### src/rtl/patan2_pkg.sv
// Shared constants and types for the polynomial atan2 pipeline.
package patan2_pkg;

  localparam int COORD_WIDTH_DEF = 16;
  localparam int ANGLE_WIDTH_DEF = 16;

  // Ratio r is signed Q1.16; its magnitude needs 17 quotient bits.
  localparam int R_FRAC  = 16;
  localparam int R_QBITS = R_FRAC + 1;
  localparam int R_W     = R_QBITS + 1;

  // Polynomial coefficients and angle offsets in Q16 radians.
  localparam int COEF_C1          = -65250;
  localparam int COEF_C3          = 18954;
  localparam int COEF_C5          = 5176;
  localparam int QUARTER_PI       = 51472;
  localparam int THREE_QUARTER_PI = 154416;
  localparam int TWO_PI           = 411775;
  localparam int TWO_PI_X2        = 2 * TWO_PI;

  // Width of the wrapped angle and of the divisor in the output scaler.
  localparam int SCALE_DW = 20;
  localparam int THETA_W  = 20;

  // The wrapped angle stays below 2^SCALE_SHIFT, which keeps the reciprocal
  // estimate in the scaler within two of the true quotient.
  localparam int SCALE_SHIFT = 19;

  localparam int FRONT_LAT = 3;
  localparam int POLY_LAT  = 10;
  localparam int SCALE_LAT = 3;

  typedef struct packed {
    logic neg;
    logic xneg;
    logic yneg;
    logic zero;
  } flags_t;

endpackage

### src/rtl/patan2_poly.sv
// Polynomial arctangent of the ratio, sign handling and wrap into one turn.
module patan2_poly (
  input  logic                              clk,
  input  logic                              rst,
  input  logic                              in_valid,
  input  logic [patan2_pkg::R_QBITS-1:0]    in_quot,
  input  patan2_pkg::flags_t                in_flags,
  output logic                              out_valid,
  output logic [patan2_pkg::SCALE_DW-1:0]   turn_pos,
  output patan2_pkg::flags_t                out_flags
);

  localparam int RW = patan2_pkg::R_W;
  localparam int TW = patan2_pkg::THETA_W;
  localparam int NS = patan2_pkg::POLY_LAT;

  logic [NS-1:0]      vld;
  patan2_pkg::flags_t flg [NS];

  logic signed [RW-1:0]   s1_r;
  logic signed [2*RW-1:0] s2_rr;
  logic signed [RW-1:0]   s2_r;
  logic [16:0]            s3_r2;
  logic signed [RW-1:0]   s3_r;
  logic [29:0]            s4_m5;
  logic [16:0]            s4_r2;
  logic signed [RW-1:0]   s4_r;
  logic [14:0]            s5_t;
  logic [16:0]            s5_r2;
  logic signed [RW-1:0]   s5_r;
  logic [31:0]            s6_mrt;
  logic signed [RW-1:0]   s6_r;
  logic signed [RW-1:0]   s7_u;
  logic signed [RW-1:0]   s7_r;
  logic signed [2*RW-1:0] s8_mru;
  logic signed [TW-1:0]   s9_theta;

  logic signed [RW-1:0]   s1_r_next;
  logic [2*RW-1:0]        rr_rnd;
  logic [29:0]            m5_rnd;
  logic [14:0]            t_next;
  logic [31:0]            mrt_rnd;
  logic signed [RW-1:0]   u_next;
  logic [2*RW-1:0]        mru_rnd;
  logic signed [TW-1:0]   theta0;
  logic signed [TW-1:0]   theta_next;
  logic signed [TW-1:0]   a_val;
  logic signed [TW-1:0]   a_wrap;

  always_comb begin
    s1_r_next = in_flags.neg ? -$signed({1'b0, in_quot}) : $signed({1'b0, in_quot});
    rr_rnd    = s2_rr + (2*RW)'(32768);
    m5_rnd    = s4_m5 + 30'd32768;
    t_next    = 15'(patan2_pkg::COEF_C3) - {1'b0, m5_rnd[29:16]};
    mrt_rnd   = s6_mrt + 32'd32768;
    u_next    = $signed({2'b00, mrt_rnd[31:16]}) + $signed(RW'(patan2_pkg::COEF_C1));
    mru_rnd   = s8_mru + (2*RW)'(32768);
    theta0    = flg[7].xneg ? $signed(TW'(patan2_pkg::THREE_QUARTER_PI))
                            : $signed(TW'(patan2_pkg::QUARTER_PI));
    theta_next = theta0 + $signed(mru_rnd[2*RW-1:16]);
    // Negative angles get a full turn added; the scaler's modulo absorbs it.
    a_val  = flg[8].yneg ? -s9_theta : s9_theta;
    a_wrap = a_val[TW-1] ? a_val + $signed(TW'(patan2_pkg::TWO_PI)) : a_val;
  end

  always_ff @(posedge clk) begin
    if (rst) begin
      vld <= '0;
    end else begin
      vld <= {vld[NS-2:0], in_valid};
    end
  end

  always_ff @(posedge clk) begin
    flg[0] <= in_flags;
    for (int i = 1; i < NS; i++) begin
      flg[i] <= flg[i-1];
    end
    s1_r     <= s1_r_next;
    s2_rr    <= s1_r * s1_r;
    s2_r     <= s1_r;
    s3_r2    <= rr_rnd[32:16];
    s3_r     <= s2_r;
    s4_m5    <= 30'(patan2_pkg::COEF_C5) * {13'd0, s3_r2};
    s4_r2    <= s3_r2;
    s4_r     <= s3_r;
    s5_t     <= t_next;
    s5_r2    <= s4_r2;
    s5_r     <= s4_r;
    s6_mrt   <= {15'd0, s5_r2} * {17'd0, s5_t};
    s6_r     <= s5_r;
    s7_u     <= u_next;
    s7_r     <= s6_r;
    s8_mru   <= s7_r * s7_u;
    s9_theta <= theta_next;
    turn_pos <= a_wrap;
  end

  assign out_valid = vld[NS-1];
  assign out_flags = flg[NS-1];

endmodule

### config.mk
export PLATFORM = sky130hd
export DESIGN_NAME = patan2_poly
export DESIGN_NICKNAME = d
export VERILOG_FILES = /design/src/rtl/patan2_pkg.sv /design/src/rtl/patan2_poly.sv
export SDC_FILE = /design/constraint.sdc
export NUM_CORES = 2
export LEC_CHECK = 0
export ABC_AREA = 1
export BUFFER_PORTS_ARGS = -buffer_cell sky130_fd_sc_hd__buf_4
export CORE_UTILIZATION = 45
export CTS_CLUSTER_DIAMETER = 50
export CTS_CLUSTER_SIZE = 14
export DETAILED_ROUTE_END_ITERATION = 10
export MAX_ROUTING_LAYER = met4
export PLACE_DENSITY = 0.68
export SETUP_SLACK_MARGIN = 0.15
export SYNTH_ARGS = -nofsm -noshare
export SYNTH_HDL_FRONTEND = slang
export SYNTH_SLANG_ARGS = --single-unit
export TNS_END_PERCENT = 5
### constraint.sdc
create_clock -name clk -period 9.45 [get_ports clk]
set_input_delay 0.945 -clock clk [delete_from_list [all_inputs] [get_ports clk]]
set_output_delay 0.945 -clock clk [all_outputs]
set_load 0.02 [all_outputs]
==> reports/metrics.cfg <==
[cts]
ctsResizeCount = 0
clockRootBuffer = clkbuf_16
clk_path_buf_depth = 3
cts_setup_buffers = 0
numCtsBuffers = 49
htreeDepth = 2
worstSkewPairLatency_ns = 0.62
clock_sinks = 371
clk_pin_slew_ns = 0.06
cts_tree = done
postCtsHoldBufs = 0

[worst_setup_path]
worstSetupPathType = flip-flop to flip-flop
timing.critical_path.to_type = flip-flop
start_kind = flip-flop
critPathMaxFanout = 18
cp_data_arrival_time_ns = 7.13
critPathRequiredTime_ns = 9.94

[cells_and_area]
fin_nets = 6824
n_fill_cell = 9794
layout_common_cells = inv_1, nand2_1, fa_1, ha_1, dfxtp_1
synthToLayoutAreaGrowth_pct = 6.84
seqCellArea_um2 = 7430
drive_gt1_share_pct = 3.59
diodes = 0
final_common_cell = inv_1
multi_input_area_um2 = 32300

[routing]
drtIter0Drc = 1772
wl_met3_um = 5010
wirelength_um = 99500
post_drt_wl_per_cell_um = 14.3
topRoutingLayerUsed = met4
met2WireLength_um = 47900
via_count = 33400
drc = 0
antenna_left = 0
drt-pass1-iter-count = 5
wl_met1_um = 43600
viasPerCell = 4.80

[die]
io_pins = 49
rows = 117
design.core.area_um2 = 102000
dieArea_um2 = 104000
die_x_um = 323
start_util_pct = 45.5
die_h_um = 323

[yosys]
synth-edff-count = 0
syn_inst = 5629
ys_warn_count = 0
netlist_area_um2 = 46400
synth.avg_cell_area_um2 = 8.24
ys_seq_area_share_pct = 16.0
synth.area.top_cells = fa_1, dfxtp_1, inv_1
synth_fp_nets = 6887
synth_top_cell_by_area = fa_1
synth_top_area_share_pct = 35.7
synthArstFlopShare_pct = 0
synth_ff_type = dfxtp_1
ys_types = 49
synth-seq-cells = 371

[global_routing]
grt_use_total_pct = 21.2
antenna_found_initial = 0
grt_pass1_wl_um = 175000
grt-ovfl-total = 0
grt_pass1_vias = 36200
grt_max_degree = 31

[hold_path]
min_path_type = flip-flop to flip-flop

[sta]
fin_crit_ns = 6.63
max_freq_ghz = 0.151
hold_slack_ns = 0.321
timing_hold_violations_final = 0
rsz0062_at_grt = no
fin_crit_sh_pct = 70.2
tightest_slew_ns = 1.17
tns_ns = 0
setup_violations = 0
slew_violations = 0
finalWorstSetupSlack_ns = 2.82
relSlewSlack_pct = 22.0
clock_skew_ns = 0.0263

[status]
outcome = finished clean

[flow_run]
cap_violations = 0

[place]
globalplace.congestion = 0.919
dp_slack_ns = 2.78
dp_hpwl_um = 83300
io_buffers = 48

-- area by class of cell --
type	count	area share, %
Clock buffer	55	2.62
Clock inverter	29	0.826
Inverter	1619	12.3
Multi-Input combinational cell	3475	65.1
Sequential cell	371	15.0
Tap cell	1368	3.45
Timing Repair Buffer	50	0.757
-- through the flow --
step / instances / util (%) / instance area, um^2
floorplan: 5629 / - / 46400
global placement: 6883 / 46.9 / 47900
detailed placement: 6883 / 46.9 / 47900
CTS: 6967 / 48.6 / 49600
global route: 6967 / 48.6 / 49600
finish: 6967 / 48.6 / 49600
-- worst max-delay path, cell delays in order, from the launching register on --
cell and delay [ns]:
dfxtp_1 0.81, nand2_1 0.28, fa_1 0.84, inv_1 0.13, fa_1 0.85, fa_1 0.52
fa_1 0.50, fa_1 0.55, inv_1 0.05, fa_1 0.52, inv_1 0.04, ha_1 0.36
a21oi_1 0.26, o21ai_0 0.22, a21oi_1 0.15, o21ai_0 0.11, a21oi_1 0.12, nand2_1 0.08
xor2_1 0.13
-- sequential cells by signal, indices dropped and copies added, names as in the netlist, 18 cells and up --
name and count:
s4_r 18, s2_rr 18, s6_r 18, s7_u 18, turn_pos 20, flg 40
s8_mru 21, s3_r 18, s5_r 18, s1_r 18, s9_theta 20, s7_r 18
s2_r 18
-- kinds of logic after synthesis --
group	Yosys count	share of synthesized area, %
buffers and inverters	1783	14.4
AND/OR/NAND/NOR	1717	15.1
adder cells (fa/ha/maj)	1234	46.7
flip-flops	371	16.0
AO/OA/AOI/OAI	326	4.07
XOR/XNOR	198	3.74
-- synthesized netlist by cell type (14+ instances only) --
| cell | instances |
|---|---|
| xnor2_1 | 59 |
| nor3_1 | 33 |
| clkbuf_1 | 147 |
| nand2_2 | 16 |
| nand3_1 | 137 |
| xor2_1 | 139 |
| inv_1 | 1610 |
| a31oi_1 | 22 |
| nor2_1 | 232 |
| dfxtp_1 | 371 |
| ha_1 | 407 |
| or2_2 | 15 |
| o21ai_0 | 79 |
| nand2_1 | 1203 |
| fa_1 | 827 |
| nand4_1 | 34 |
| a21o_1 | 21 |
| a21oi_1 | 134 |
| nor2_2 | 14 |
-- metal layers --
metal,up-vias,track usage [%]
met5,-,-
met4,0,6.58
met3,162,2.46
met2,728,36.1
met1,16300,26.4
li1,16200,-
-- final timing paths --
| kind | endpoint | start | slack, ns | depth (start not counted) |
|---|---|---|---|---|
| setup / recovery | s8_mru[34] | s7_r[17] | 2.82 | 18 |
| hold reg to reg | s4_r[13] | s3_r[13] | 0.32 | 0 |
| setup reg to reg | s8_mru[34] | s7_r[17] | 2.82 | 18 |
| hold / removal | s4_r[13] | s3_r[13] | 0.32 | 0 |
Power is left out: the tool's default activity adds up to more than one toggle a clock period on the data nets, which glitch-free logic cannot reach.
