<file path="config.mk">
export PLATFORM = sky130hd
export DESIGN_NAME = patan2_divpipe
export DESIGN_NICKNAME = d
export VERILOG_FILES = /design/src/rtl/patan2_divpipe.sv
export SDC_FILE = /design/constraint.sdc
export NUM_CORES = 1
export LEC_CHECK = 0
export BUFFER_PORTS_ARGS = -buffer_cell sky130_fd_sc_hd__buf_2
export CAP_MARGIN = 0
export CORE_ASPECT_RATIO = 0.8
export CORE_MARGIN = 1.5
export CORE_UTILIZATION = 45
export CTS_CLUSTER_DIAMETER = 30
export DETAILED_ROUTE_END_ITERATION = 12
export PLACE_DENSITY = 0.59
export SYNTH_ARGS = -nofsm -noshare
export SYNTH_HDL_FRONTEND = slang
export SYNTH_SLANG_ARGS = --single-unit
</file>
<file path="constraint.sdc">
create_clock -name clk -period 3.3 [get_ports clk]
set_input_delay 0.99 -clock clk [delete_from_list [all_inputs] [get_ports clk]]
set_output_delay 0.99 -clock clk [all_outputs]
set_load 0.01 [all_outputs]
</file>
<file path="src/rtl/patan2_divpipe.sv">
// Pipelined restoring divider: one quotient bit per register stage.
module patan2_divpipe #(
  parameter int DW    = 17,
  parameter int QBITS = 17,
  parameter int SBW   = 4
) (
  input  logic             clk,
  input  logic             rst,
  input  logic             in_valid,
  input  logic [DW-1:0]    in_rem,
  input  logic [QBITS-1:0] in_low,
  input  logic [DW-1:0]    in_div,
  input  logic [SBW-1:0]   in_side,
  output logic             out_valid,
  output logic [QBITS-1:0] out_quot,
  output logic [DW-1:0]    out_rem,
  output logic [SBW-1:0]   out_side
);

  logic [QBITS-1:0] vld;
  logic [DW-1:0]    rem  [QBITS];
  logic [QBITS-1:0] low  [QBITS];
  logic [DW-1:0]    dvs  [QBITS];
  logic [SBW-1:0]   side [QBITS];

  logic [QBITS-1:0] src_vld;
  logic [DW-1:0]    src_rem  [QBITS];
  logic [QBITS-1:0] src_low  [QBITS];
  logic [DW-1:0]    src_dvs  [QBITS];
  logic [SBW-1:0]   src_side [QBITS];

  logic [DW-1:0]    rem_next [QBITS];
  logic [QBITS-1:0] low_next [QBITS];

  always_comb begin
    src_vld[0]  = in_valid;
    src_rem[0]  = in_rem;
    src_low[0]  = in_low;
    src_dvs[0]  = in_div;
    src_side[0] = in_side;
    for (int i = 1; i < QBITS; i++) begin
      src_vld[i]  = vld[i-1];
      src_rem[i]  = rem[i-1];
      src_low[i]  = low[i-1];
      src_dvs[i]  = dvs[i-1];
      src_side[i] = side[i-1];
    end
  end

  // The dividend's low word shifts out at the top while quotient bits enter
  // at the bottom, so after the last stage it holds the quotient.
  always_comb begin
    logic [DW:0]   sh;
    logic [DW+1:0] df;
    for (int i = 0; i < QBITS; i++) begin
      sh = {src_rem[i], src_low[i][QBITS-1]};
      df = {1'b0, sh} - {2'b00, src_dvs[i]};
      if (!df[DW+1]) begin
        rem_next[i] = df[DW-1:0];
        low_next[i] = {src_low[i][QBITS-2:0], 1'b1};
      end else begin
        rem_next[i] = sh[DW-1:0];
        low_next[i] = {src_low[i][QBITS-2:0], 1'b0};
      end
    end
  end

  always_ff @(posedge clk) begin
    if (rst) begin
      vld <= '0;
    end else begin
      vld <= src_vld;
    end
  end

  always_ff @(posedge clk) begin
    for (int i = 0; i < QBITS; i++) begin
      rem[i]  <= rem_next[i];
      low[i]  <= low_next[i];
      dvs[i]  <= src_dvs[i];
      side[i] <= src_side[i];
    end
  end

  assign out_valid = vld[QBITS-1];
  assign out_quot  = low[QBITS-1];
  assign out_rem   = rem[QBITS-1];
  assign out_side  = side[QBITS-1];

endmodule

</file>
==> impl_metrics.ini, run 1 <==
[outcome]
status = finished clean

[critical_path]
startpoint_type = flop
rr_startpoint = low[0][220]
path_class = flop to flop
end_kind = flop
cpMostUsedCell = inv_1
path_buf_inv = 2
cp_cell_sequence = inv_1 > ha_1 > inv_1 > fa_1 > a21o_1 > a31oi_1 > or3_1 > nand3_1 > a41o_1 > mux2_2
cpMaxStageDelayCell = a41o_1
rr_endpoint = rem[0][230]
rrSetupSlack_ns = 0.21
crit_family = compound AO/OA/AOI/OAI gates
cp.required_ns = 3.91
arrival_ns = 3.70
critPathMaxStageDelay_ns = 0.69
r2r_cells = 10
crit_fanout = 15
crit_path_start = low[0][220]

[floorplanning]
io_pins = 97
die-area_um2 = 83400
die_h_um = 259
start_util_pct = 45.5
core_area_um2 = 80800
dieWidth_um = 323
rows = 93

[route]
routedWlPerCell_um = 13.9
drt_iter0_drc = 1420
num_vias = 24700
vias_per_cell = 4.94
drt-total-wl_mm = 69.5
drcViolationCount = 0
drt.antenna.violating_nets = 0
firstDrtPassIters = 5

[power_and_ir_drop]
switching_share_pct = 34.2
total_leakage_power_nw = 20.0
power.density_nw_per_um2 = 1180
seqPwrFrac_pct = 30.4
clkPwrFrac_pct = 32.0
power_switching_mw = 17.8
peakVddDrop_v = 0.000581
intPower_mw = 34.3
pwr-share-comb_pct = 37.5

[min_path]
min_path_type = flop to flop
hold_start = low[0][166]
hold-path-endpoint = low[0][184]
hold_path_depth = 0

[timing]
skew_ns = 0.0364
fin_crit_sh_pct = 93.6
rsz0062_at_grt = no
slew_headroom_pct = 51.7
hold_viol = 0
worst_pin_slew_ns = 0.724
drv_slew = 0
postLayoutSetupSlackWorst_ns = 0.213
period_minus_slack_ns = 3.09
holdWs_ns = 0.316
setup-violations-final = 0
fmax_ghz = 0.324

[synthesis]
syn_inst = 3615
seq_area_frac_synth_pct = 50.9
synth_most_common_cell = dfxtp_1
synth.avg_cell_area_um2 = 10.2
ys_types = 86
synth_top_area_cell = dfxtp_1
synth_fp_nets = 3979
synth.top_cell.area_share_pct = 50.9
yosys_most_used_dff = dfxtp_1
async_reset_ff_share_pct = 0
synth_warnings = 0
synth_seq_cells = 935
synth_area_um2 = 36800
synth-edff-count = 0
synth_common_cells = 935 x dfxtp_1, 367 x inv_1, 290 x a21oi_1
yosys-top-cells-area = dfxtp_1 51%, ha_1 9.8%, a21oi_1 3.9%

[finish]
area_delta_synth_final_pct = 19.7
drive_above_1_share_pct = 14.6
nets = 4157
fin_area_um2 = 44000
diodes = 0

[grt]
track_usage_pct = 16.9
overflow = 0
grt_pass1_vias = 23500
antenna_found_initial = 0
grt_pass1_wl_mm = 117
grt_max_degree = 32

[place]
hpwlAfterDp_mm = 51.0
dpl-instance-area_um2 = 38400
dp_slack_ns = -0.312
io_buffers = 96
globalplace.congestion = 0.909

[cts]
cts_tree = built
cts_setup_buffers = 0
cts_buffers = 155
clk_pin_slew_ns = 0.06
clock_latency_ns = 0.72
h-tree-depth = 4
cts_root_buffer = clkbuf_16
clockBufferDepth = 3
clkSinkCount = 935

[run]
drv_cap = 0
registers in the layout (all words and copies together), names as in the netlist:
signal / flops
low: 289
rem: 289
dvs: 272
side: 68
vld: 17
power groups by stage:
stage	logic (mW)	registers (mW)	clock network [mW]
after floorplan	15.4	15.6	0
after global placement	19.0	16.1	0
after detailed placement	19.1	16.1	0
after CTS	19.4	15.9	17.1
after global routing	21.9	16.2	17.7
final	19.5	15.8	16.7
worst reg2reg max path: stages (launching register included):
cell and delay (ns):
dfxtp_1 0.32, inv_1 0.04, ha_1 0.20, inv_1 0.07, fa_1 0.21, a21o_1 0.18, a31oi_1 0.16, or3_1 0.45
nand3_1 0.22, a41o_1 0.69, mux2_2 0.42
per-stage QoR:
| step | TNS (ns) | total power [mW] | instances | utilization, % |
|---|---|---|---|---|
| 5_1_grt | 0 | 55.7 | 5011 | 54.5 |
| 4_1_cts | 0 | 52.3 | 5011 | 54.5 |
| 3_3_place_gp | -2.96 | 35.0 | 4728 | 47.6 |
| 3_5_place_dp | -2.85 | 35.2 | 4728 | 47.6 |
| 6_report | 0 | 52.0 | 5011 | 54.5 |
| 2_1_floorplan | 0 | 31.0 | 3615 | - |
worst max path at each step:
stage / to / slack (ns) / depth (start not counted)
final: rem[0][230] / 0.21 / 10
after global routing: rem[0][234] / 0.04 / 12
after CTS: rem[0][89] / 0.19 / 10
after detailed placement: rem[0][8] / -0.31 / 12
after global placement: rem[0][1] / -0.31 / 12
after floorplan: rem[0][1] / 0.01 / 11
cells by family after synthesis:
group	Yosys count	synth area share, %
buf+inv	491	5.72
compound gates	877	15.2
flops	935	50.9
xor+xnor	225	5.36
fa+ha+maj	306	10.8
simple gates	666	8.49
mux	115	3.51
per-layer routing:
metal | share of wire, % | up-vias | wire length, µm | global-route usage, %
met2 | 36 | 572 | 25300 | 21.8
met4 | 2.2 | 0 | 1530 | 6.30
li1 | - | 12800 | - | -
met1 | 56 | 11200 | 38800 | 26.7
met3 | 5.6 | 125 | 3920 | 3.69
met5 | 0 | - | 0 | 0
cell type report:
cell class	count	area, µm²
sequential	935	18700
timing repair buffer	144	966
inverter	368	1380
clock inverter	102	1450
multi-input combinational	2189	16000
clock buffer	181	4140
fill	7141	36800
tap	1092	1370
placed cells by master, fill, tap and decap left out, drive strengths merged, types with 86 or more instances in the layout:
master / n
a21o: 86
a21oi: 291
buf: 144
clkbuf: 181
dfxtp: 935
ha: 289
inv: 397
mux2: 107
nand2: 189
nor2: 193
o21ai: 203
xnor2: 148
what timing repair did:
item	CTS	global route
hold buffers	0	0
gates resized for setup	0	2
hold endpoints to repair	0	0
endpoints found under the setup margin	0	8
Power figures use the tool's default switching activity.
==> run 2, diff against run 1 <==
==> constraint.sdc (replaced) <==
create_clock -name clk -period 3.3 [get_ports clk]
set_input_delay 0.165 -clock clk [delete_from_list [all_inputs] [get_ports clk]]
set_output_delay 0.165 -clock clk [all_outputs]
set_load 0.01 [all_outputs]
==> run 2 against run 1 <==
Net effect:
- final area rose by 1.2%
- highest routed layer unchanged
- critical path depth rose by 4
- register-to-register slack improved by 0.02 ns
- worst setup slack got worse by 0.093 ns
- first-iteration DRC count rose by 17%
- final cell count rose by 1.4%
- utilization rose by 0.66 points
- largest power group unchanged
- combinational power barely moved
- power fell by 0.85%
==> impl_metrics.ini, run 2 (synthesis gave the netlist of run 1 again) <==
[critical_path]
cp_cell_sequence = dlygate4sd3_1 > buf_2 > inv_1 > ha_1 > inv_1 > fa_1 > a211oi_2 > o21ai_1 > a31oi_2 > o21ai_1 > a211oi_2 > buf_12 > mux2_2 > dlygate4sd3_1
end_kind = flop
rrSetupSlack_ns = 0.23
critPathMaxStageDelay_ns = 0.55
path_buf_inv = 6
cpMaxStageDelayCell = dlygate4sd3_1
arrival_ns = 3.77
r2r_cells = 12
crit_fanout = 23
crit_family = buffers and inverters
path_class = input pin to flop
rr_endpoint = rem[0][251]
startpoint_type = input pin
rr_startpoint = low[0][237]
cp.required_ns = 3.89

[route]
vias_per_cell = 4.90
drt-total-wl_mm = 70.0
drt.antenna.violating_nets = 0
firstDrtPassIters = 5
routedWlPerCell_um = 13.8
num_vias = 24900
drt_iter0_drc = 1656
drcViolationCount = 0

[power_and_ir_drop]
switching_share_pct = 34.1
pwr-share-comb_pct = 37.6
power_switching_mw = 17.6
seqPwrFrac_pct = 30.8
total_leakage_power_nw = 20.2
peakVddDrop_v = 0.000502
p_total_mw = 51.6
clkPwrFrac_pct = 31.6
intPower_mw = 34.0
power.density_nw_per_um2 = 1160

[floorplanning]
dieWidth_um = 323
die_h_um = 259
rows = 93
core_area_um2 = 80800
start_util_pct = 45.5
io_pins = 97
die-area_um2 = 83400

[grt]
track_usage_pct = 17.0
grt_max_degree = 32
antenna_found_initial = 1
grt_pass1_wl_mm = 117
grt_pass1_vias = 23900
overflow = 0

[timing]
setup_tns_ns = 0
holdWs_ns = 0.0751
fin_crit_sh_pct = 96.4
drv_slew = 0
rsz0062_at_grt = no
setup-violations-final = 0
fmax_ghz = 0.314
slew_headroom_pct = 33.5
hold_viol = 0
worst_pin_slew_ns = 0.998
postLayoutSetupSlackWorst_ns = 0.120
skew_ns = 0.0288
period_minus_slack_ns = 3.18

[min_path]
min_path_type = input pin to flop
hold-path-endpoint = low[0][8]
hold_path_depth = 2
hold_start = in_low[7]

[finish]
area_delta_synth_final_pct = 21.1
drive_above_1_share_pct = 14.1
final_util_pct = 55.1
diodes = 0
nets = 4225
fin_area_um2 = 44500
final_cell_mix = 935 x dfxtp_1, 367 x inv_1, 290 x a21oi_1
reg_top3 = low x289, rem x289, dvs x272
post_layout_nonfiller_instances = 5080
layout_commonest_cell = dfxtp_1
seqCellArea_um2 = 18700
multi_input_area_um2 = 16000
fill_cells = 7065

[cts]
clockBufferDepth = 3
clock_latency_ns = 0.72
clk_pin_slew_ns = 0.06
cts_setup_buffers = 0
cts_buffers = 156
cts_tree = built
h-tree-depth = 4
clkSinkCount = 935
cts_root_buffer = clkbuf_16

[place]
dp_slack_ns = 0.332
io_buffers = 96
dpl-instance-area_um2 = 38300
globalplace.congestion = 0.877
placedCellCount = 4720
hpwlAfterDp_mm = 51.0

[outcome]
status = finished clean

[run]
drv_cap = 0
==> run 2: worst register-to-register path, delay by kind of cell (launching register included) <==
kind	cells	cell delay, ns
AOI/OAI and AO/OA	4	1.23
adders and majority gates	2	0.56
and+or+nand+nor	3	0.43
buffers and inverters	3	0.38
DFF	1	0.31
==> run 2: repair_timing <==
item / CTS / global route
resized for setup: 0 / 2
endpoints found under the hold margin: 72 / 0
hold buffers: 75 / 0
endpoints found under the setup margin: 0 / 3
==> run 2: final cells by class <==
cell class / instances / share of cell area [%]
repair buffers: 211 / 3.66
clock buffers: 187 / 9.48
flip-flops and latches: 935 / 42.0
well taps: 1092 / 3.07
clock inverters: 98 / 2.77
inverters: 368 / 3.10
multi-input cells: 2189 / 35.9
==> run 2: worst max-delay path by stage <==
| stage | from | end | slack [ns] | depth (start not counted) |
|---|---|---|---|---|
| after global routing | in_low[16] | rem[0][1] | 0.006 | 14 |
| after global placement | low[0][237] | rem[0][251] | 0.35 | 12 |
| after floorplan | low[0][101] | rem[0][110] | 0.60 | 12 |
| after CTS | in_low[16] | rem[0][8] | 0.02 | 14 |
| after detailed placement | low[0][237] | rem[0][251] | 0.33 | 12 |
| final | in_low[16] | rem[0][8] | 0.12 | 14 |
==> run 2: power groups by stage <==
stage / Clock [mW] / Combinational, mW / Sequential, mW
after floorplan: 0 / 15.4 / 15.6
after global placement: 0 / 18.8 / 16.1
after detailed placement: 0 / 19.0 / 16.1
after CTS: 16.7 / 19.3 / 15.9
after global routing: 17.3 / 21.7 / 16.2
final: 16.3 / 19.4 / 15.9
==> run 2: routing by layer <==
| metal | global-route usage (%) | part of all wire [%] | up-vias |
|---|---|---|---|
| li1 | - | - | 13000 |
| met1 | 26.0 | 55 | 11300 |
| met2 | 22.8 | 37 | 574 |
| met3 | 4.23 | 5.8 | 120 |
| met4 | 5.74 | 2.1 | 0 |
| met5 | 0 | 0 | - |
