[config.mk]
export PLATFORM = sky130hd
export DESIGN_NAME = patan2_front
export DESIGN_NICKNAME = d
export VERILOG_FILES = /design/src/rtl/patan2_pkg.sv /design/src/rtl/patan2_front.sv
export SDC_FILE = /design/constraint.sdc
export NUM_CORES = 1
export LEC_CHECK = 0
export BUFFER_PORTS_ARGS = -buffer_cell sky130_fd_sc_hd__buf_2
export CORE_MARGIN = 2
export CORE_UTILIZATION = 61
export CTS_CLUSTER_DIAMETER = 100
export DETAILED_ROUTE_END_ITERATION = 10
export GPL_TIMING_DRIVEN = 0
export PLACE_DENSITY = 0.91
export SETUP_SLACK_MARGIN = 0.1
export SYNTH_ARGS = -nofsm -noshare
export SYNTH_HDL_FRONTEND = slang
export SYNTH_SLANG_ARGS = --single-unit
[constraint.sdc]
create_clock -name clk -period 7.95 [get_ports clk]
set_clock_uncertainty 0.15 [all_clocks]
set_input_delay 1.59 -clock clk [delete_from_list [all_inputs] [get_ports clk]]
set_output_delay 1.59 -clock clk [all_outputs]
set_load 0.02 [all_outputs]
[src/rtl/patan2_pkg.sv]
// Shared constants and types for the polynomial atan2 pipeline.
package patan2_pkg;

  localparam int COORD_WIDTH_DEF = 16;
  localparam int ANGLE_WIDTH_DEF = 16;

  // Ratio r is signed Q1.16; its magnitude needs 17 quotient bits.
  localparam int R_FRAC  = 16;
  localparam int R_QBITS = R_FRAC + 1;
  localparam int R_W     = R_QBITS + 1;

  // Polynomial coefficients and angle offsets in Q16 radians.
  localparam int COEF_C1          = -65250;
  localparam int COEF_C3          = 18954;
  localparam int COEF_C5          = 5176;
  localparam int QUARTER_PI       = 51472;
  localparam int THREE_QUARTER_PI = 154416;
  localparam int TWO_PI           = 411775;
  localparam int TWO_PI_X2        = 2 * TWO_PI;

  // Width of the wrapped angle and of the divisor in the output scaler.
  localparam int SCALE_DW = 20;
  localparam int THETA_W  = 20;

  // The wrapped angle stays below 2^SCALE_SHIFT, which keeps the reciprocal
  // estimate in the scaler within two of the true quotient.
  localparam int SCALE_SHIFT = 19;

  localparam int FRONT_LAT = 3;
  localparam int POLY_LAT  = 10;
  localparam int SCALE_LAT = 3;

  typedef struct packed {
    logic neg;
    logic xneg;
    logic yneg;
    logic zero;
  } flags_t;

endpackage

[src/rtl/patan2_front.sv]
// Front end: forms numerator, denominator and the rounded dividend of the ratio.
module patan2_front #(
  parameter int COORD_WIDTH = patan2_pkg::COORD_WIDTH_DEF
) (
  input  logic                              clk,
  input  logic                              rst,
  input  logic                              in_valid,
  input  logic signed [COORD_WIDTH-1:0]     y_in,
  input  logic signed [COORD_WIDTH-1:0]     x_in,
  output logic                              out_valid,
  output logic [COORD_WIDTH:0]              rem0,
  output logic [patan2_pkg::R_QBITS-1:0]    low,
  output logic [COORD_WIDTH:0]              den,
  output patan2_pkg::flags_t                flags
);

  localparam int DVD_W = COORD_WIDTH + patan2_pkg::R_QBITS;

  logic                          v1;
  logic signed [COORD_WIDTH-1:0] x1;
  logic signed [COORD_WIDTH-1:0] y1;

  logic                          v2;
  logic signed [COORD_WIDTH:0]   num2;
  logic [COORD_WIDTH:0]          den2;
  patan2_pkg::flags_t            flags2;

  logic signed [COORD_WIDTH:0]   num2_next;
  logic [COORD_WIDTH:0]          den2_next;
  patan2_pkg::flags_t            flags2_next;
  logic [COORD_WIDTH:0]          mag;
  logic [DVD_W-1:0]              dvd;

  always_comb begin
    logic signed [COORD_WIDTH:0] x_ext;
    logic signed [COORD_WIDTH:0] y_ext;
    logic signed [COORD_WIDTH:0] yabs;
    x_ext = {x1[COORD_WIDTH-1], x1};
    y_ext = {y1[COORD_WIDTH-1], y1};
    yabs  = y1[COORD_WIDTH-1] ? -y_ext : y_ext;
    if (x1[COORD_WIDTH-1]) begin
      num2_next = x_ext + yabs;
      den2_next = yabs - x_ext;
    end else begin
      num2_next = x_ext - yabs;
      den2_next = x_ext + yabs;
    end
    flags2_next.neg  = num2_next[COORD_WIDTH];
    flags2_next.xneg = x1[COORD_WIDTH-1];
    flags2_next.yneg = y1[COORD_WIDTH-1];
    flags2_next.zero = (x1 == '0) && (y1 == '0);
  end

  // Rounded ratio: (|num| * 2^16 + den/2) / den. The top bits seed the remainder.
  always_comb begin
    mag = num2[COORD_WIDTH] ? -num2 : num2;
    dvd = {mag, {patan2_pkg::R_FRAC{1'b0}}} + DVD_W'(den2 >> 1);
  end

  always_ff @(posedge clk) begin
    if (rst) begin
      v1        <= 1'b0;
      v2        <= 1'b0;
      out_valid <= 1'b0;
    end else begin
      v1        <= in_valid;
      v2        <= v1;
      out_valid <= v2;
    end
  end

  always_ff @(posedge clk) begin
    x1         <= x_in;
    y1         <= y_in;
    num2       <= num2_next;
    den2       <= den2_next;
    flags2     <= flags2_next;
    rem0       <= {1'b0, dvd[DVD_W-1:patan2_pkg::R_QBITS]};
    low        <= dvd[patan2_pkg::R_QBITS-1:0];
    den        <= den2;
    flags      <= flags2;
  end

endmodule

==> results of run 1 <==
==> state kept, by name (all words and copies together) (netlist names), 4 cells and up <==
signal,count
flags2,4
x1,16
flags,4
den2,17
num2,15
rem0,16
y1,16
den,16
==> power breakdown <==
| part | total [uW] | switching, uW | internal, uW |
|---|---|---|---|
| Sequential | 733 | 63.9 | 669 |
| Combinational | 641 | 384 | 257 |
| Clock | 334 | 202 | 132 |
==> area by class of cell <==
| cell class | instances | area share [%] |
|---|---|---|
| Tap cell | 111 | 2.12 |
| Inverter | 46 | 2.63 |
| Timing Repair Buffer | 89 | 6.80 |
| Clock buffer | 10 | 2.10 |
| Buffer | 42 | 3.80 |
| Clock inverter | 6 | 1.03 |
| Sequential cell | 108 | 33.0 |
| Multi-Input combinational cell | 421 | 48.5 |
==> per-stage QoR <==
stage / area (um2) / std cells
2_1_floorplan: 5760 / 617
3_3_place_gp: 6350 / 817
3_5_place_dp: 6350 / 817
4_1_cts: 6550 / 833
5_1_grt: 6550 / 833
6_report: 6550 / 833
==> kinds of logic (layout without fill, tap and decap cells) <==
logic type	count (synthesis)	after routing
adders and majority gates	55	55
AOI/OAI and AO/OA	160	160
other	1	1
xor gates and xnor gates	58	58
and+or+nand+nor	139	139
DFF	108	108
buffers and inverters	88	193
muxes	8	8
==> synthesized netlist by cell type (6+ instances only) <==
| cell type | n | area (um2) |
|---|---|---|
| o21a_1 | 7 | 52.6 |
| nor2b_1 | 11 | 68.8 |
| dfxtp_1 | 108 | 2160 |
| nand2_1 | 26 | 97.6 |
| or4_1 | 6 | 45.0 |
| a21o_1 | 10 | 75.1 |
| ha_1 | 52 | 651 |
| o21ai_0 | 32 | 160 |
| nand2b_1 | 7 | 43.8 |
| nor3_1 | 11 | 55.1 |
| a31oi_1 | 12 | 75.1 |
| inv_1 | 46 | 173 |
| xnor2_1 | 45 | 394 |
| and3_1 | 7 | 43.8 |
| a211oi_1 | 6 | 45.0 |
| a21oi_1 | 35 | 175 |
| nor2_1 | 33 | 124 |
| clkbuf_1 | 15 | 56.3 |
| nor4_1 | 7 | 43.8 |
| xor2_1 | 13 | 114 |
| o21bai_1 | 6 | 45.0 |
| buf_4 | 19 | 143 |
==> worst paths after layout <==
kind	from	to	slack, ns	cells after the start
setup / recovery	y1[5]	num2[14]	3.57	13
hold / removal	den2[8]	den[8]	0.19	0
setup reg to reg	y1[5]	num2[14]	3.57	13
hold reg to reg	den2[8]	den[8]	0.19	0
==> routing by layer <==
| metal | track usage (%) | vias to the layer above | wire (um) |
|---|---|---|---|
| li1 | - | 2350 | - |
| met1 | 38.1 | 2282 | 6300 |
| met2 | 48.3 | 235 | 6830 |
| met3 | 3.86 | 33 | 937 |
| met4 | 10.7 | 0 | 374 |
| met5 | 0 | - | 0 |
==> results.json, run 1 <==
{
  "cp_cell_sequence": "or4_4 -> or3_4 -> nor2_4 -> nand2_1 -> o31ai_4 -> xnor2_1 -> ha_1 -> clkbuf_1 -> clkbuf_1 -> nand2_1 -> o41ai_1 -> xnor2_1 -> mux2i_1",
  "cts_root_buf": "clkbuf_8",
  "setup_violations": 0,
  "path_clk_slew_ns": 0.11,
  "crit_type": "flop to flop",
  "synth_warnings": 0,
  "status": "finished, final reports clean",
  "vias": 4900,
  "period_share_pct": 55.1,
  "grt_pass1_vias": 4623,
  "synth_edf_count": 0,
  "ys_ff_latch": 108,
  "synthArstFlopShare_pct": 0,
  "synth_fp_nets": 707,
  "avgSynthCellArea_um2": 9.34,
  "final_nets": 807,
  "cts_setup_buffers": 0,
  "drtPass1Iterations": 5,
  "n_antenna_cell": 0,
  "drc_errors": 0,
  "yosysSeqAreaShare_pct": 37.5,
  "nFillCells": 735,
  "critPathLaunchType": "flop",
  "portBuffers": 89,
  "synth_flop_cell": "dfxtp_1",
  "p_total_uw": 1710,
  "place_hpwl_um": 11500,
  "grt_pass1_wl_um": 22800,
  "clk_latency_ns": 0.38,
  "wire_per_inst_um": 17.3,
  "cap_violations": 0,
  "crit_arrival_ns": 4.46,
  "grt_overflow": 0,
  "drive_gt1_share_pct": 20.2,
  "holdWs_ns": 0.185,
  "syn_area_um2": 5760,
  "slew_viol_final": 0,
  "cts.repair.resized": 0,
  "die_area_um2": 10200,
  "htreeDepth": 3,
  "row_count": 35,
  "seq_area_um2": 2160,
  "boundaryPins": 91,
  "final_cell_mix": "dfxtp_1, buf_2, ha_1",
  "synth_top_family_by_area": "compound AO/OA/AOI/OAI gates",
  "final_common_cell": "dfxtp_1",
  "synthMuxAreaShare_pct": 1.45,
  "die_x_um": 101,
  "postRouteAntennaNets": 0,
  "cp_max_fo": 10,
  "synth_compound_area_share_pct": 19.6,
  "final_hold_viol_count": 0,
  "grt_max_degree": 21,
  "drtIter0Drc": 303,
  "crit_slowest_cell": "or4_4",
  "synthCells": 617,
  "slew_headroom_pct": 45.5,
  "critical_path_buf_inv_count": 2,
  "critPathTopFamily": "simple AND/OR/NAND/NOR gates",
  "place_congestion": 0.918,
  "period_minus_slack_ns": 4.38,
  "cts_tree": "built",
  "slowest_delay_ns": 0.55,
  "dp_slack_ns": 3.68,
  "clock_path_buffers": 2,
  "grt_usage_pct": 28.9,
  "rsz0062_at_grt": "false",
  "synth-xor-area-share_pct": 8.81,
  "setup_slack_ns": 3.57,
  "clock.fmax_mhz": 228,
  "start_util_pct": 62.7,
  "power_density_nw_per_um2": 261,
  "syn2layout_area_growth_pct": 13.7,
  "core_um2": 9200,
  "cts_sinks": 108,
  "finish.utilization_pct": 71.3,
  "antenna_found_initial": 0,
  "tns_ns": 0,
  "leakage_uw": 0.00299,
  "vdd_drop_max_mv": 0.116,
  "synthSimpleGateAreaFrac_pct": 13.0,
  "hp-class": "flop to flop",
  "synth.distinct_cells": 70,
  "cts_hold_buf": 0,
  "multi_input_area_um2": 3180,
  "synth_fa_ha_area_share_pct": 12.3,
  "drt_wl_total_um": 14400,
  "numCtsBuffers": 9,
  "max_slew.worst_pin.slew_ns": 0.809,
  "crit_path_end_kind": "flop",
  "cp.required_ns": 8.03,
  "vias_per_cell": 5.88,
  "die_h_um": 101
}
Note: power is estimated with default switching activity, not from simulation.
==> run 2: changes to the inputs <==
- CORE_UTILIZATION: 61 -> 57
- PLACE_DENSITY: 0.91 -> 0.86
- clock period: 7.95 -> 4.46 ns (I/O delays scaled with it)
==> run 2 against run 1 <==
Compared with the run above: final cell count up 2.4%; utilization decreased by 4.0 points; sequential power up 77%; largest power group unchanged; critical endpoint unchanged; critical path depth down 1; setup slack got worse by 3.2 ns; cell area grew 0.29%; sequential cell count unchanged; sequential share of layout area down 0.094 points; non-clock buffer count shrank 1.
==> results.json, run 2 (synthesized netlist as in run 1, its figures left out) <==
{
  "cp_max_fo": 10,
  "placed_cell_area_um2": 6380,
  "clock_path_buffers": 2,
  "die_x_um": 105,
  "critPathLaunchType": "flop",
  "clk_latency_ns": 0.38,
  "antenna_found_initial": 0,
  "grt_pass1_vias": 4654,
  "crit_path_end_kind": "flop",
  "drt_wl_total_um": 14300,
  "intPower_uw": 1890,
  "largest_reg_flops": 17,
  "setup_violations": 0,
  "vias": 4848,
  "holdWs_ns": 0.185,
  "boundaryPins": 91,
  "max_slew.worst_pin.slew_ns": 0.846,
  "top_register": "den2",
  "cts_tree": "built",
  "final_hold_viol_count": 0,
  "core_um2": 9770,
  "vias_per_cell": 5.68,
  "power_frac_clock_pct": 18.6,
  "drive_gt1_share_pct": 20.6,
  "grt_overflow": 0,
  "numCtsBuffers": 9,
  "rsz0062_at_grt": "false",
  "grt_max_degree": 18,
  "p_sw_share_pct": 37.1,
  "place_congestion": 0.937,
  "combPwrFrac_pct": 38.0,
  "wire_per_inst_um": 16.8,
  "dp_slack_ns": 0.161,
  "sequentialPowerShare_pct": 43.5,
  "start_util_pct": 59.0,
  "row_count": 36,
  "clock.fmax_mhz": 242,
  "period_minus_slack_ns": 4.14,
  "nFillCells": 826,
  "tns_ns": 0,
  "power_density_nw_per_um2": 457,
  "cap_violations": 0,
  "final_nets": 806,
  "crit_type": "flop to flop",
  "postRouteAntennaNets": 0,
  "p_sw_uw": 1110,
  "crit_arrival_ns": 4.20,
  "die_area_um2": 10900,
  "final_cell_mix": "dfxtp_1, buf_2, ha_1",
  "leakage_uw": 0.00299,
  "n_antenna_cell": 0,
  "cp.required_ns": 4.53,
  "grt_pass1_wl_um": 23200,
  "slew_headroom_pct": 43.0,
  "path_clk_slew_ns": 0.09,
  "syn2layout_area_growth_pct": 14.0,
  "vdd_drop_max_mv": 0.263,
  "final_common_cell": "dfxtp_1",
  "period_share_pct": 92.7,
  "hp-class": "flop to flop",
  "cts_root_buf": "clkbuf_8",
  "die_h_um": 105,
  "cts_sinks": 108,
  "drc_errors": 0,
  "cts_setup_buffers": 0,
  "grt_usage_pct": 26.8,
  "slew_viol_final": 0,
  "final_area_um2": 6570,
  "place_hpwl_um": 11600,
  "p_total_uw": 3000,
  "portBuffers": 89,
  "drtPass1Iterations": 5,
  "setup_slack_ns": 0.324,
  "drtIter0Drc": 339,
  "htreeDepth": 3,
  "status": "finished, final reports clean"
}
[run 2: final cells by class]
| cell class | count | area [um2] | share of cell area, % |
|---|---|---|---|
| Buffer | 41 | 246 | 3.75 |
| Clock inverter | 4 | 33.8 | 0.514 |
| Multi-Input combinational cell | 421 | 3190 | 48.6 |
| Tap cell | 133 | 166 | 2.53 |
| Timing Repair Buffer | 89 | 445 | 6.78 |
| Clock buffer | 11 | 151 | 2.30 |
| Inverter | 46 | 173 | 2.63 |
| Sequential cell | 108 | 2160 | 32.9 |
[run 2: layer usage]
metal | up-vias | global-route usage, % | wire length [um]
li1 | 2350 | - | -
met1 | 2275 | 35.1 | 6390
met2 | 191 | 45.2 | 6720
met3 | 32 | 3.31 | 818
met4 | 0 | 10.3 | 376
met5 | - | 0 | 0
[run 2: power groups by stage]
stage               Combinational, uW  Clock, uW  Sequential (uW)
floorplan                         653          0             1460
global placement                 1110          0             1310
detailed placement               1120          0             1330
CTS                              1130        567             1310
global route                     1230        605             1330
finish                           1140        557             1300
[run 2: per-stage QoR]
stage	utilization [%]	cells
after floorplan	-	617
after global placement	65.2	839
after detailed placement	65.2	839
after CTS	67.1	854
after global routing	67.2	853
final	67.2	853
[run 2: worst paths after layout]
check | start | to | slack [ns] | cells after the start
max | y1[5] | num2[14] | 0.32 | 12
min | den2[3] | den[3] | 0.18 | 0
min reg2reg | den2[3] | den[3] | 0.18 | 0
max reg2reg | y1[5] | num2[14] | 0.32 | 12
[run 2: what timing repair did]
item                       4_1_cts  5_1_grt
gates resized for setup          0        4
setup endpoints to repair        0        6
hold buffers                     0        0
[run 2: critical path, cell delays in order, from the launching register on]
cell     delay (ns)
dfxtp_1        0.34
or4_4          0.55
or3_4          0.36
o21a_1         0.19
xor2_1         0.17
ha_1           0.38
buf_2          0.26
nand3_1        0.13
nor4_1         0.49
nor3_1         0.17
o41ai_1        0.44
xnor2_1        0.19
mux2i_1        0.15
==> run 3: changes to the inputs <==
- ABC_AREA: not set -> 1
- CORE_UTILIZATION: 57 -> 58
==> run 3 against run 2 <==
Compared with the run above: sequential power down 6%; combinational power barely moved; die area increased by 11%; non-clock buffer count is 2 lower; critical path type unchanged; largest power group unchanged.
==> results.json, run 3 <==
{
  "status": "finished, final reports clean",
  "leakage_uw": 0.00410,
  "postRouteAntennaNets": 0,
  "cts_tree": "built",
  "grt_use_met3_pct": 3.76,
  "synth_fp_nets": 1030,
  "setup_slack_ns": 1.22,
  "start_util_pct": 59.9,
  "hp-class": "flop to flop",
  "final_common_cell": "nand2_1",
  "cap_violations": 0,
  "synth_edf_count": 0,
  "place_congestion": 0.988,
  "final_cell_mix": "nand2_1, inv_1, dfxtp_1",
  "synth_top_area_cell": "dfxtp_1",
  "die_x_um": 110,
  "cp.required_ns": 4.55,
  "path_clk_slew_ns": 0.07,
  "setup_violations": 0,
  "synthTopCellsByArea": "dfxtp_1, nand2_1, ha_1",
  "cts.repair.resized": 0,
  "nFillCells": 963,
  "synthArstFlopShare_pct": 0,
  "n_antenna_cell": 0,
  "grt_pass1_vias": 5643,
  "drt_wl_total_um": 16300,
  "cp_max_fo": 10,
  "die_h_um": 110,
  "busiest_layer": "met2",
  "grt_overflow": 0,
  "grt_usage_pct": 28.9,
  "synth_warnings": 0,
  "final_hold_viol_count": 0,
  "vias": 6046,
  "rsz0062_at_grt": "false",
  "clock.fmax_mhz": 309,
  "largest_reg_flops": 17,
  "die_area_um2": 12200,
  "yosysMostFrequentCell": "nand2_1",
  "yosysSeqAreaShare_pct": 33.0,
  "cts_setup_buffers": 0,
  "drc_errors": 0,
  "period_share_pct": 72.5,
  "syn_area_um2": 6550,
  "tns_ns": 0,
  "max_slew.worst_pin.slew_ns": 0.781,
  "synth_flop_cell": "dfxtp_1",
  "grt_pass1_wl_um": 26500,
  "ys_ff_latch": 108,
  "synth_common_cells": "nand2_1, inv_1, dfxtp_1",
  "met2_usage_pct": 50.0,
  "core_um2": 10900,
  "slew_viol_final": 0,
  "synthDominantCellAreaShare_pct": 33.0,
  "crit_path_end_kind": "flop",
  "place_hpwl_um": 13100,
  "vias_per_cell": 5.11,
  "cts_root_buf": "clkbuf_16",
  "top_register": "den2",
  "antenna_found_initial": 0,
  "final_nets": 1130,
  "numCtsBuffers": 9,
  "syn2layout_area_growth_pct": 13.6,
  "avgSynthCellArea_um2": 6.97,
  "row_count": 38,
  "power_density_nw_per_um2": 418,
  "boundaryPins": 91,
  "critPathLaunchType": "flop",
  "drtIter0Drc": 483,
  "grt_max_degree": 19,
  "period_minus_slack_ns": 3.24,
  "drive_gt1_share_pct": 17.3,
  "wire_per_inst_um": 13.8,
  "portBuffers": 89,
  "crit_arrival_ns": 3.32,
  "drtPass1Iterations": 5,
  "use_met1_pct": 35.7,
  "holdWs_ns": 0.172,
  "crit_type": "flop to flop",
  "clk_latency_ns": 0.36,
  "dp_slack_ns": 1.30,
  "clock_path_buffers": 2,
  "slew_headroom_pct": 47.4,
  "synthCells": 940,
  "synth.distinct_cells": 41,
  "cts_sinks": 108,
  "vdd_drop_max_mv": 0.343,
  "htreeDepth": 3,
  "cts_hold_buf": 0
}
run 3: critical path, cell delays in order, from the launching register on:
cell and delay (ns):
dfxtp_1 0.34, inv_1 0.11, ha_1 0.21, nand3_1 0.17
nor2_1 0.26, nand2_1 0.08, nand2_1 0.09, xor2_1 0.20
inv_1 0.10, ha_1 0.30, buf_4 0.19, nand2_1 0.10
nor2_1 0.26, and2_1 0.20, nand2_1 0.10, nand2_1 0.07
nand2_1 0.05, nand3_1 0.07, nand2_1 0.08
run 3: stage by stage:
stage / cells / power (uW) / area, um2 / utilization (%)
after floorplan: 940 / 2050 / 6550 / -
after global placement: 1169 / 2340 / 7170 / 65.5
after detailed placement: 1169 / 2370 / 7170 / 65.5
after CTS: 1184 / 3110 / 7440 / 68.0
after global routing: 1184 / 3330 / 7440 / 68.0
final: 1184 / 3110 / 7440 / 68.0
run 3: routing by layer:
metal / share of wire [%] / wire (um)
met5: 0 / 0
met4: 3.3 / 546
met3: 5.8 / 944
met2: 48 / 7770
met1: 43 / 7060
run 3: report_power, final:
part	leakage, uW	switching, uW	internal (uW)	total, uW
clock network	0.000130	356	384	740
registers	0.000909	80.0	1140	1220
logic	0.00306	747	404	1150
run 3: cells by family after synthesis:
| logic type | Yosys count | synth area share (%) |
|---|---|---|
| AOI/OAI and AO/OA | 69 | 6.31 |
| xor gates and xnor gates | 33 | 4.41 |
| adders and majority gates | 55 | 10.9 |
| buffers and inverters | 198 | 13.6 |
| DFF | 108 | 33.0 |
| other | 1 | 0.0573 |
| and+or+nand+nor | 476 | 31.7 |
run 3: area by class of cell:
type,count,area [um2],area share [%]
inverters,159,602,8.09
repair buffers,89,445,5.99
clock buffers,10,229,3.08
plain buffers,39,289,3.88
well taps,140,175,2.35
clock inverters,5,42.5,0.572
flip-flops and latches,108,2160,29.1
multi-input cells,634,3490,47.0
run 3: worst paths after layout:
path,from,to,slack [ns],cells past startpoint
setup / recovery,y1[0],den2[14],1.22,18
hold / removal,den2[13],den[13],0.17,0
setup reg to reg,y1[0],den2[14],1.22,18
hold reg to reg,den2[13],den[13],0.17,0
